### config.mk
export PLATFORM = sky130hd
export DESIGN_NAME = turning_point_detector_flat
export DESIGN_NICKNAME = d
export VERILOG_FILES = /design/src/sv/tpd_pkg.sv /design/src/sv/tpd_sample_if.sv /design/src/sv/tpd_point_if.sv /design/src/sv/turning_point_detector.sv /design/src/flat_wrapper.sv
export SDC_FILE = /design/constraint.sdc
export NUM_CORES = 1
export LEC_CHECK = 0
export ABC_AREA = 1
export BUFFER_PORTS_ARGS = -buffer_cell sky130_fd_sc_hd__clkbuf_2
export CAP_MARGIN = 20
export CORE_MARGIN = 4
export CORE_UTILIZATION = 30
export CTS_CLUSTER_SIZE = 12
export DETAILED_ROUTE_END_ITERATION = 16
export HOLD_SLACK_MARGIN = 0.03
export PLACE_DENSITY = 0.45
export SLEW_MARGIN = 20
export SYNTH_ARGS = -nofsm -noshare
export SYNTH_HDL_FRONTEND = slang
export SYNTH_SLANG_ARGS = --single-unit
export TNS_END_PERCENT = 20
### constraint.sdc
create_clock -name clk -period 13.9 [get_ports clk]
set_input_delay 0.695 -clock clk [delete_from_list [all_inputs] [get_ports clk]]
set_output_delay 0.695 -clock clk [all_outputs]
set_load 0.005 [all_outputs]
### src/sv/tpd_pkg.sv
// Package for the turning point detector.
// Holds default widths, point kind codes, slope direction codes and queue sizing.
// No dependencies.
package tpd_pkg;

    localparam int TIME_BITS_DEF  = 32;
    localparam int VALUE_BITS_DEF = 32;

    localparam int QUEUE_DEPTH = 4;
    localparam int QUEUE_PTR_BITS = $clog2(QUEUE_DEPTH);
    localparam int QUEUE_CNT_BITS = $clog2(QUEUE_DEPTH + 1);

    typedef enum logic [1:0] {
        KIND_FIRST  = 2'd0,
        KIND_PEAK   = 2'd1,
        KIND_VALLEY = 2'd2,
        KIND_FINAL  = 2'd3
    } kind_t;

    typedef enum logic [2:0] {
        DIR_NONE = 3'b001,
        DIR_UP   = 3'b010,
        DIR_DOWN = 3'b100
    } dir_t;

endpackage

### src/sv/tpd_sample_if.sv
// Sample channel of the turning point detector: valid/ready plus one sample word.
// Depends on tpd_pkg for default widths.
interface tpd_sample_if #(
    parameter int TIME_BITS  = tpd_pkg::TIME_BITS_DEF,
    parameter int VALUE_BITS = tpd_pkg::VALUE_BITS_DEF
);
    logic                         valid;
    logic                         ready;
    logic        [TIME_BITS-1:0]  sample_time;
    logic signed [VALUE_BITS-1:0] sample_value;
    logic                         series_end;

    modport source (output valid, output sample_time, output sample_value,
                    output series_end, input ready);
    modport sink   (input valid, input sample_time, input sample_value,
                    input series_end, output ready);
endinterface

### src/sv/tpd_point_if.sv
// Point channel of the turning point detector: valid/ready plus one point word.
// Depends on tpd_pkg for default widths and the point kind type.
interface tpd_point_if #(
    parameter int TIME_BITS  = tpd_pkg::TIME_BITS_DEF,
    parameter int VALUE_BITS = tpd_pkg::VALUE_BITS_DEF
);
    logic                         valid;
    logic                         ready;
    logic        [TIME_BITS-1:0]  point_time;
    logic signed [VALUE_BITS-1:0] point_value;
    tpd_pkg::kind_t               point_kind;
    logic                         run_last;

    modport source (output valid, output point_time, output point_value,
                    output point_kind, output run_last, input ready);
    modport sink   (input valid, input point_time, input point_value,
                    input point_kind, input run_last, output ready);
endinterface

### src/sv/turning_point_detector.sv
// Turning point detector top level: slope tracking and a small result queue.
// Depends on tpd_pkg, tpd_sample_if and tpd_point_if.

// Takes one sample word per cycle and emits first, peak, valley and final points
// of each series. A sample word is accepted whenever the point queue has room for
// two words; it is evaluated in the accept cycle against the previous sample and
// its points are written into a four-entry queue, so the first point can appear on
// the next cycle. Throughput is one sample per cycle while each sample yields at
// most one point and the point queue is not held up by points.ready; a sample
// that closes a series on a reversal yields two points, which leave in turn through
// the single point port. run_last marks the final point caused by a sample.
module turning_point_detector #(
    parameter int TIME_BITS  = tpd_pkg::TIME_BITS_DEF,
    parameter int VALUE_BITS = tpd_pkg::VALUE_BITS_DEF
) (
    input  logic clk,
    input  logic rst_n,
    tpd_sample_if.sink  samples,
    tpd_point_if.source points
);

    localparam int PTR_BITS = tpd_pkg::QUEUE_PTR_BITS;
    localparam int CNT_BITS = tpd_pkg::QUEUE_CNT_BITS;

    typedef struct packed {
        logic        [TIME_BITS-1:0]  ptime;
        logic signed [VALUE_BITS-1:0] pvalue;
        tpd_pkg::kind_t               kind;
        logic                         last;
    } entry_t;

    logic                         started_reg, started_next;
    tpd_pkg::dir_t                dir_reg, dir_next;
    logic        [TIME_BITS-1:0]  prior_time_reg;
    logic signed [VALUE_BITS-1:0] prior_value_reg;

    entry_t                queue_reg [tpd_pkg::QUEUE_DEPTH];
    logic [PTR_BITS-1:0]   wr_ptr_reg, wr_ptr_next;
    logic [PTR_BITS-1:0]   rd_ptr_reg, rd_ptr_next;
    logic [CNT_BITS-1:0]   count_reg, count_next;

    logic   accept;
    logic   pop;
    logic   rise;
    logic   fall;
    logic   have_a;
    logic   have_b;
    entry_t res_a;
    entry_t res_b;
    logic [PTR_BITS-1:0] wr_ptr_b;
    logic [CNT_BITS-1:0] push_cnt;

    assign samples.ready = (count_reg <= CNT_BITS'(tpd_pkg::QUEUE_DEPTH - 2));
    assign accept = samples.valid && samples.ready;
    assign pop    = points.valid && points.ready;

    assign rise = samples.sample_value > prior_value_reg;
    assign fall = samples.sample_value < prior_value_reg;

    always_comb
    begin
        started_next = started_reg;
        dir_next     = dir_reg;
        have_a       = 1'b0;
        have_b       = 1'b0;
        res_a.ptime  = prior_time_reg;
        res_a.pvalue = prior_value_reg;
        res_a.kind   = tpd_pkg::KIND_PEAK;
        res_a.last   = 1'b1;
        res_b.ptime  = samples.sample_time;
        res_b.pvalue = samples.sample_value;
        res_b.kind   = tpd_pkg::KIND_FINAL;
        res_b.last   = 1'b1;

        if (!started_reg)
        begin
            have_a       = 1'b1;
            res_a.ptime  = samples.sample_time;
            res_a.pvalue = samples.sample_value;
            res_a.kind   = tpd_pkg::KIND_FIRST;
            started_next = 1'b1;
            dir_next     = tpd_pkg::DIR_NONE;
        end
        else
        begin
            unique case (dir_reg)
                tpd_pkg::DIR_UP:
                begin
                    if (fall)
                    begin
                        have_a   = 1'b1;
                        dir_next = tpd_pkg::DIR_DOWN;
                    end
                end
                tpd_pkg::DIR_DOWN:
                begin
                    if (rise)
                    begin
                        have_a     = 1'b1;
                        res_a.kind = tpd_pkg::KIND_VALLEY;
                        dir_next   = tpd_pkg::DIR_UP;
                    end
                end
                default:
                begin
                    if (rise)
                        dir_next = tpd_pkg::DIR_UP;
                    else if (fall)
                        dir_next = tpd_pkg::DIR_DOWN;
                end
            endcase
            have_b     = samples.series_end && (dir_next != tpd_pkg::DIR_NONE);
            res_a.last = !have_b;
        end

        if (samples.series_end)
        begin
            started_next = 1'b0;
            dir_next     = tpd_pkg::DIR_NONE;
        end
    end

    assign wr_ptr_b = wr_ptr_reg + PTR_BITS'(have_a);
    assign push_cnt = accept ? (CNT_BITS'(have_a) + CNT_BITS'(have_b)) : '0;

    always_comb
    begin
        wr_ptr_next = wr_ptr_reg + PTR_BITS'(push_cnt);
        rd_ptr_next = rd_ptr_reg + PTR_BITS'(pop);
        count_next  = count_reg + push_cnt - CNT_BITS'(pop);
    end

    always_ff @(posedge clk or negedge rst_n)
    begin
        if (!rst_n)
        begin
            started_reg     <= 1'b0;
            dir_reg         <= tpd_pkg::DIR_NONE;
            prior_time_reg  <= '0;
            prior_value_reg <= '0;
            wr_ptr_reg      <= '0;
            rd_ptr_reg      <= '0;
            count_reg       <= '0;
        end
        else
        begin
            if (accept)
            begin
                started_reg     <= started_next;
                dir_reg         <= dir_next;
                prior_time_reg  <= samples.sample_time;
                prior_value_reg <= samples.sample_value;
            end
            wr_ptr_reg <= wr_ptr_next;
            rd_ptr_reg <= rd_ptr_next;
            count_reg  <= count_next;
        end
    end

    always_ff @(posedge clk)
    begin
        if (accept && have_a)
            queue_reg[wr_ptr_reg] <= res_a;
        if (accept && have_b)
            queue_reg[wr_ptr_b] <= res_b;
    end

    assign points.valid       = (count_reg != '0);
    assign points.point_time  = queue_reg[rd_ptr_reg].ptime;
    assign points.point_value = queue_reg[rd_ptr_reg].pvalue;
    assign points.point_kind  = queue_reg[rd_ptr_reg].kind;
    assign points.run_last    = queue_reg[rd_ptr_reg].last;

endmodule

### src/flat_wrapper.sv
// flat-port wrapper written by rule: the top's interface ports become plain ports
module turning_point_detector_flat 
#(
    parameter int TIME_BITS  = tpd_pkg::TIME_BITS_DEF,
    parameter int VALUE_BITS = tpd_pkg::VALUE_BITS_DEF
)
  (clk, rst_n, samples_valid, samples_sample_time, samples_sample_value, samples_series_end, samples_ready, points_valid, points_point_time, points_point_value, points_point_kind, points_run_last, points_ready);
  tpd_sample_if #(.TIME_BITS(TIME_BITS), .VALUE_BITS(VALUE_BITS)) samples_i ();
  tpd_point_if #(.TIME_BITS(TIME_BITS), .VALUE_BITS(VALUE_BITS)) points_i ();
  input  logic clk;
  input  logic rst_n;
  input wire logic [$bits(samples_i.valid)-1:0] samples_valid;
  input wire logic [$bits(samples_i.sample_time)-1:0] samples_sample_time;
  input wire logic [$bits(samples_i.sample_value)-1:0] samples_sample_value;
  input wire logic [$bits(samples_i.series_end)-1:0] samples_series_end;
  output wire logic [$bits(samples_i.ready)-1:0] samples_ready;
  output wire logic [$bits(points_i.valid)-1:0] points_valid;
  output wire logic [$bits(points_i.point_time)-1:0] points_point_time;
  output wire logic [$bits(points_i.point_value)-1:0] points_point_value;
  output wire logic [$bits(points_i.point_kind)-1:0] points_point_kind;
  output wire logic [$bits(points_i.run_last)-1:0] points_run_last;
  input wire logic [$bits(points_i.ready)-1:0] points_ready;
  assign samples_i.valid = samples_valid;
  assign samples_i.sample_time = samples_sample_time;
  assign samples_i.sample_value = samples_sample_value;
  assign samples_i.series_end = samples_series_end;
  assign samples_ready = samples_i.ready;
  assign points_valid = points_i.valid;
  assign points_point_time = points_i.point_time;
  assign points_point_value = points_i.point_value;
  assign points_point_kind = points_i.point_kind;
  assign points_run_last = points_i.run_last;
  assign points_i.ready = points_ready;
  turning_point_detector #(.TIME_BITS(TIME_BITS), .VALUE_BITS(VALUE_BITS)) u_core (.clk(clk), .rst_n(rst_n), .samples(samples_i), .points(points_i));
endmodule
-- After elaboration in Yosys (flattened, before gate mapping)
Memory sizes are Yosys's and may differ from the RTL's.
Cells that the tools add are included.
- memory bits (writable): 268
- output and inout bits: 69
- register bits after elaboration: 75
- memories kept: 1
- word-level logic and storage cells: 50
- order comparisons: 3
- equality and inequality tests: 3
- mux-type cells: 23
- reduce and logical (&&, ||, !) cells: 7
- add/subtract/negate cells: 6
- memory list (name ; depth ; width ; rd ports ; clocked after Yosys merged registers in ; wr ports ; line ; text):
    u_core.queue_reg ; 4 ; 67 ; 1 ; 0 ; 2 ; turning_point_detector.sv:37 ; entry_t queue_reg [tpd_pkg::QUEUE_DEPTH];
- operator list (cell ; number):
    64-bit 2-to-1 mux ; 1
    32-bit > comparator ; 1
    32-bit less-than comparator ; 1
    3-bit 2-to-1 mux ; 7
    1-bit 2-to-1 mux ; 10
    2-bit 2-to-1 mux ; 3
    3-bit one-hot mux with 2 select lines ; 1
    1-bit logical AND ; 5
    2-bit by 1-bit adder with 2-bit output ; 2
    3-bit adder ; 1
    3-bit by 2-bit == test with 1-bit output (second input constant) ; 1
    3-bit == test (second input constant) ; 1
    3-bit by 2-bit <= comparator with 1-bit output (second input constant) ; 1
    3-bit by 1-bit != test with 1-bit output (second input constant) ; 1
    3-bit nonzero test ; 1
    3-bit by 1-bit subtractor with 3-bit output ; 1
    1-bit by 1-bit adder with 2-bit output ; 1
    2-bit adder ; 1
    1-bit one-hot mux with 2 select lines ; 1
    1-bit logical NOT ; 1

-- Depth between registers and ports, before layout
Gate-level depths: netlist of the first run.
- depth in word-level cells: 12
- depth in mapped cells: 26
- depth with buffers taken out: 25

-- Worst setup path after synthesis of the first run
No wires, ideal clock.
- path type: in2reg
- start: in samples_sample_value[31]
- end: mem u_core.queue_reg[0][10] (netlist bit), enable pin
- arrival time: 4.476 ns
- buffers on the path: 1
- cell stages on the path: 16
- setup time: 0.423 ns
- slack: 9.000 ns
- path through: ha_1 -> a21oi_1 -> o21a_1 -> nand2_1 -> a21oi_1 -> nand3_1 -> nand3_1 -> nand3_4 -> ha_1 -> or2_2 -> nand2_1 -> inv_1 -> nor2_1 -> nand4_1 -> clkbuf_1 -> nand2_1
- RTL lines (item ; line ; text):
    from (decl) ; flat_wrapper.sv:14 ; input wire logic [$bits(samples_i.sample_value)-1:0] samples_sample_value;
    to (decl) ; turning_point_detector.sv:37 ;

==> results of run 1 <==
## cell type report
cell class / instances / area [sq um] / area share [%]
Tap cell: 837 / 1050 / 4.88
Multi-Input combinational cell: 1832 / 8010 / 37.3
Inverter: 105 / 400 / 1.87
Clock buffer: 68 / 1250 / 5.84
Antenna cell: 7 / 17.5 / 0.0816
Clock inverter: 10 / 46.3 / 0.216
Sequential cell: 343 / 9810 / 45.7
Timing Repair Buffer: 162 / 876 / 4.08
## layer usage
metal	share of wire (%)	global-route usage, %
met1	45	26.4
met2	47	32.6
met3	6.1	3.20
met4	2.1	5.34
met5	0.053	0
## worst min path at each step
stage / from / endpoint
2_1_floorplan: rst_n / u_core.count_reg[0]
5_1_grt: rst_n / u_core.prior_value_reg[29]
3_5_place_dp: u_core.queue_reg[2][1] / u_core.queue_reg[2][1]
4_1_cts: rst_n / u_core.prior_value_reg[29]
3_3_place_gp: u_core.queue_reg[2][1] / u_core.queue_reg[2][1]
6_report: rst_n / u_core.prior_value_reg[24]
## Yosys cell counts (2+ instances only)
library cell  number
o21ai_0          266
buf_4             17
buf_1              4
nor2_4             4
xnor2_1            3
nand2_1          966
or2_2              2
nand3_4            2
xor2_1             2
nand3_1           18
nor2_1           417
nand3_2            4
o21a_1             2
inv_1            103
nand4_1           13
o22ai_1           69
ha_1              39
clkbuf_1          88
a21oi_1           15
edfxtp_1         256
a21o_1             2
buf_2             44
dfrtp_1           74
dfxtp_1           12
## power breakdown
group	switching, mW	leakage, nW	total [mW]	internal (mW)
clock	0.448	0.638	1.06	0.615
combinational	1.18	5.55	1.65	0.471
sequential	0.125	3.27	1.51	1.38
total	1.75	9.46	4.22	2.47
## per-stage QoR
stage | utilization (%) | area (sq um) | cells
floorplan | - | 18900 | 2433
global placement | 32.5 | 20100 | 3279
detailed placement | 32.5 | 20100 | 3279
CTS | 34.6 | 21400 | 3357
global route | 34.6 | 21500 | 3363
finish | 34.7 | 21500 | 3364
## layout by cell type, fill, tap and decap left out, types with 18 or more instances in the layout
cell / count
ha_1: 39
nor2_1: 417
o22ai_1: 69
clkbuf_1: 19
dfrtp_1: 71
nand3_1: 18
clkbuf_16: 45
nand2_1: 961
inv_1: 100
buf_4: 26
clkbuf_2: 136
edfxtp_1: 256
o21ai_0: 266
## logic make-up (layout without fill, tap and decap cells)
family | count (synthesis) | count (layout) | synth area share, %
and+or+nand+nor | 1430 | 1430 | 29.4
AOI/OAI and AO/OA | 357 | 357 | 10.0
DFF | 343 | 343 | 52.0
buffers and inverters | 258 | 345 | 5.76
adders and majority gates | 40 | 40 | 2.69
xor gates and xnor gates | 5 | 5 | 0.232
other | 0 | 7 | 0
==> out/results.txt, run 1 <==
Post-synth ARST share - 21.9%
Post-route clock period utilization - 33.2%
Worst hold slack - 152 ps
Vias per cell - 4.91
Synth area leader - edfxtp_1
Root cell of the clock tree - clkbuf_16
RSZ-0062 raised after global routing - false
Yosys warning count - 0
CP Data Required Time - 14330 ps
Worst reg2reg path depth - 21
Overflow after GRT - 0
Status - finished, final reports clean
Worst Setup EP - u_core.queue_reg[1][62]
Fillers - 6547
Syn avg cell area - 7.76 sq um
Synth-to-Final Area Change - 13.7%
Post-synth EDFFs - 256
PnR Total Power - 4.22 mW
Critical Path Sink Type - flip-flop
Total Wirelength - 66700 um
Max reg flops - 268
CP delay by family, top - simple AND/OR/NAND/NOR gates
Ranking of synthesized cells by area - edfxtp_1, nand2_1, dfrtp_1, nor2_1, o21ai_0
Most frequent cell on the critical path - nand2_1
Clock transition at path regs - 60 ps
Commonest register cell after synthesis - edfxtp_1
Antenna violations before repair - 10
CP peak stage delay - 690 ps
#FFs+latches synth - 343
Final Hold Fails - 0
Post-route ant nets - 0
TNS Setup - 0 ps
DR iter-0 viols - 1481
Critical path type - reg2reg
Min-delay worst type - in2async
Fmax - 0.216 GHz
CTS buffer count - 42
Worst-path cell chain - inv_1 > ha_1 > nand2_1 > nor2_1 > nand2_1 > nor2_2 > nand4_2 > nand4_1 > inv_1 > nand3_1 > nand3_4 > ha_1 > or2_2 > nand2_1 > inv_1 > nor2_1 > inv_1 > nor2_4 > buf_4 > nand2_1 > nand2_1
CTS tree - built
Die Area - 67000 sq um
Number of max-cap violations - 0
Slew Limit Headroom - 23.3%
Final GP Congestion - 0.786
Clk_lat worst skew - 570 ps
Vias - 16500
Power Density - 197 nW/um^2
Reg2reg end - u_core.queue_reg[1][62]
Max stage delay cell, worst path - nor2_4
PortBufs - 137
Mapped Cells - 2433
Worst Setup Start Kind - flip-flop
Post-Syn Area - 18900 sq um
Max VDD drop - 0.0840 mV
Place WS - 8720 ps
Max Root-Sink Buffers - 3
DRC Markers - 0
Routed WL per cell - 19.8 um
Resize count post-CTS - 0
Leakage - 9.46 nW
Final Max Tran Viols - 0
CORE AREA - 61900 sq um
Fin crit period - 4620 ps
WP data arrival - 5050 ps
Levels on crit path - 21
Detailed Place HPWL - 35600 um
Vias in the first global route - 16300
Clock Sinks - 343
Buffers & Inverters on Critical Path - 5
Starting Density - 30.5%
Postcts setup bufs - 0
Die Height - 259 um
Fin nets - 2595
Skew final - 16.1 ps
Rows - 91
Crit. Startpoint - u_core.prior_value_reg[31]
Worst-path maximum fanout - 41
Global-route wire length before repair - 101000 um
Chip Width - 259 um
Reg-to-reg startpoint - u_core.prior_value_reg[31]
Largest net degree at the start of global routing - 83
Synth cell types - 35
Actual slew at the worst max-slew pin - 1150 ps
Overall routing resource usage - 19.5%
Number of detailed-route iterations in the first pass - 5
Io pins - 138
Share of the synthesized area in the top cell type - 40.7%
Share of layout cells above drive strength 1 - 9.80%
Register area share after synthesis - 52.0%
R2r setup slk - 9280 ps
Number of setup violations in the final report - 0
Hold Buf Count CTS - 0
CTS H-Tree Depth - 2
Fin worst setup slack - 9280 ps
Net Count, Synth - 2542
(Power assumes the default switching activity.)
==> run 2: changes to the inputs <==
PLACE_DENSITY = 0.47   (was 0.45)
clock period = 3.95 ns   (was 13.9 ns; I/O delays follow)
==> run 2 against run 1 <==
Non-clock buffer count increased by 113. Combinational power increased to 3.8 times the previous value. Setup slack got worse by 9000 ps. Utilization increased by 2.1 points. Count of clock-buffer cells in the layout decreased by 6. First-iteration DRC count decreased by 2.7%. Register-to-register slack got worse by 9000 ps. Cell count increased by 3.2%. Largest cell class unchanged. Highest routed layer unchanged.
==> out/results.txt, run 2 (synthesis gave the netlist of run 1 again) <==
Fin worst setup slack - 271 ps (-9010 ps)
Max VDD drop - 0.379 mV (+350%)
Power Density - 663 nW/um^2 (+240%)
Clock transition at path regs - 60 ps (about the same)
CP peak stage delay - 570 ps (-120 ps)
Vias per cell - 4.85 (-1.2%)
Fmax - 0.272 GHz
Worst Hold End - u_core.prior_value_reg[25]
Fin nets - 2710 (+4.4%)
Post-route clock period utilization - 93.1%
Place WS - -6.61 ps (-8720 ps)
PortBufs - 137 (unchanged)
PnR Total Power - 15.1 mW (+260%)
Sequential Power Share - 34.1% (-1.6 points)
Most frequent cells in the layout - nand2_1, nor2_1, o21ai_0
CP Data Required Time - 4220 ps (-10110 ps)
Max Root-Sink Buffers - 3 (unchanged)
Routed WL per cell - 19.0 um (-4.0%)
Largest net degree at the start of global routing - 136 (+64%)
Hold Startpoint - samples_sample_value[25]
Final Hold Fails - 0 (unchanged)
Worst Setup Start Kind - input port
Final instance area - 22800 sq um (+6.2%)
Max stage delay cell, worst path - dlygate4sd3_1
CTS tree - built
Reg-to-reg startpoint - u_core.prior_value_reg[31]
Clock share of power - 25.0% (-0.2 points)
RSZ-0062 raised after global routing - true
CORE AREA - 61900 sq um (unchanged)
Status - finished, final reports clean
Sw power - 6.20 mW (+250%)
Io pins - 138 (unchanged)
Worst hold slack - 60.3 ps (-92.1 ps)
Number of setup violations in the final report - 0 (unchanged)
Final GP Congestion - 0.779 (-0.84%)
CTS H-Tree Depth - 2 (unchanged)
Global-route wire length before repair - 99900 um (-0.72%)
Clock Sinks - 343 (unchanged)
Share of layout cells above drive strength 1 - 11.4% (+1.6 points)
Hold Path Cell Cnt - 4
Reg2reg end - u_core.queue_reg[1][9]
Comb power frac - 41.0% (+1.9 points)
Antenna violations before repair - 2 (-8)
Leakage - 10.1 nW (+6.4%)
CTS buffer count - 42 (unchanged)
TNS Setup - 0 ps (unchanged)
Number of max-cap violations - 0 (unchanged)
Overall routing resource usage - 19.2% (-0.35 points)
Min-delay worst type - in2reg
Clk_lat worst skew - 580 ps (about the same)
DR iter-0 viols - 1441 (-2.7%)
Die Height - 259 um (unchanged)
Fillers - 6388 (-2.4%)
Synth-to-Final Area Change - 20.8%
Critical Path Sink Type - flip-flop
Most frequent cell on the critical path - nand2_1
R2r setup slk - 300 ps (-8980 ps)
Max reg flops - 268 (unchanged)
Total Wirelength - 66000 um (-0.92%)
Switch share - 41.0% (-0.50 points)
Number of detailed-route iterations in the first pass - 5 (unchanged)
Placed inst area - 20700 sq um (+2.6%)
Buffers & Inverters on Critical Path - 6 (+1)
Chip Width - 259 um (unchanged)
Worst-path cell chain - dlygate4sd3_1 > clkbuf_2 > ha_1 > nand2_1 > nor2_1 > nand2_1 > nor2_4 > nand4_2 > nand4_1 > inv_1 > nand3_1 > nand3_4 > ha_1 > or2_2 > nand2_1 > inv_1 > nor2_1 > nand4_1 > buf_4 > nand2_4 > clkbuf_16
WP data arrival - 3950 ps (-1100 ps)
Final core utilization - 36.8% (+2.1 points)
Slew Limit Headroom - 31.4% (+8.1 points)
Die Area - 67000 sq um (unchanged)
Root cell of the clock tree - clkbuf_16
Worst-path maximum fanout - 21 (-49%)
Fin crit period - 3680 ps
Skew final - 17.1 ps (+1.07 ps)
DRC Markers - 0 (unchanged)
Starting Density - 30.5% (unchanged)
CP delay by family, top - simple AND/OR/NAND/NOR gates
Post-route ant nets - 0 (unchanged)
Critical path type - in2reg
Detailed Place HPWL - 37500 um (+5.2%)
Actual slew at the worst max-slew pin - 1030 ps (-122 ps)
Internal power - 8.91 mW (+260%)
Worst reg2reg path depth - 20 (-4.8%)
Final Max Tran Viols - 0 (unchanged)
Overflow after GRT - 0 (unchanged)
Vias - 16900 (+2.0%)
Final instance count without filler cells - 3473 (+3.2%)
Number of instances in the placed design - 3316 (+1.1%)
Vias in the first global route - 16300 (-0.28%)
Rows - 91 (unchanged)
Commonest non-fill, non-tap cell in the layout - nand2_1
## run 2: cell types whose count changed in the layout (fill, tap and decap cells not counted), moves of 3 or more
cell / previous run / this run
buf_4: 26 / 50
buf_12: 0 / 19
clkinv_2: 8 / 5
diode_2: 7 / 1
buf_6: 0 / 3
dlygate4sd3_1: 0 / 65
clkbuf_1: 19 / 14
clkinv_1: 3 / 7
## run 2: what timing repair did
item | 4_1_cts | 5_1_grt
endpoints found under the setup margin | 4 | 423
hold buffers | 65 | 0
setup buffers | 1 | 9
gates resized for setup | 0 | 7
pin swaps | 1 | 5
cloned | 0 | 3
endpoints found under the hold margin | 315 | 0
## run 2: per-layer routing
metal  vias to the layer above  part of all wire (%)  global-route usage, %
met4                         2                   2.1                   5.01
met2                       496                    47                   32.0
met5                         -                 0.011                  0.146
li1                       8236                     -                      -
met3                       107                   5.6                   3.03
met1                      8018                    45                   26.1
## run 2: worst reg2reg max path, stage by stage, from the launching register on
cell       delay [ps]
dfrtp_1           320
inv_1              60
ha_1              380
nand2_1           100
nor2_1            160
nand2_1           160
nor2_4            180
nand4_2           150
nand4_1           120
inv_1              40
nand3_1           160
nand3_4            90
ha_1              210
or2_2             270
nand2_1           100
inv_1              60
nor2_1            120
nand4_1           100
buf_4             190
nand2_4           130
clkbuf_16         260
## run 2: final cells by class
type	count	area [sq um]	area share [%]
tap	837	1050	4.60
timing repair buffer	275	2170	9.54
antenna	1	2.50	0.0110
sequential	343	9810	43.1
multi-input combinational	1834	8040	35.3
clock inverter	16	125	0.549
inverter	105	398	1.75
clock buffer	62	1200	5.25
## run 2: worst max-delay path by stage
stage,end,cells past startpoint,start,slack [ps]
final,u_core.queue_reg[1][9],21,samples_sample_value[31],270
after global routing,u_core.count_reg[2],18,u_core.prior_value_reg[31],-30
after CTS,u_core.queue_reg[3][47],20,samples_sample_value[31],30
after detailed placement,u_core.queue_reg[0][46],19,samples_sample_value[31],-7
after global placement,u_core.queue_reg[0][10],19,samples_sample_value[31],-1
after floorplan,u_core.queue_reg[3][10],18,u_core.prior_value_reg[31],-530
## run 2: power groups by stage
| stage | sequential [mW] | clock [mW] | combinational [mW] |
|---|---|---|---|
| final | 5.14 | 3.77 | 6.19 |
| after global routing | 5.22 | 4.01 | 6.97 |
| after CTS | 5.14 | 3.86 | 6.23 |
| after detailed placement | 5.21 | 0 | 6.14 |
| after global placement | 5.20 | 0 | 6.10 |
| after floorplan | 5.13 | 0 | 3.71 |
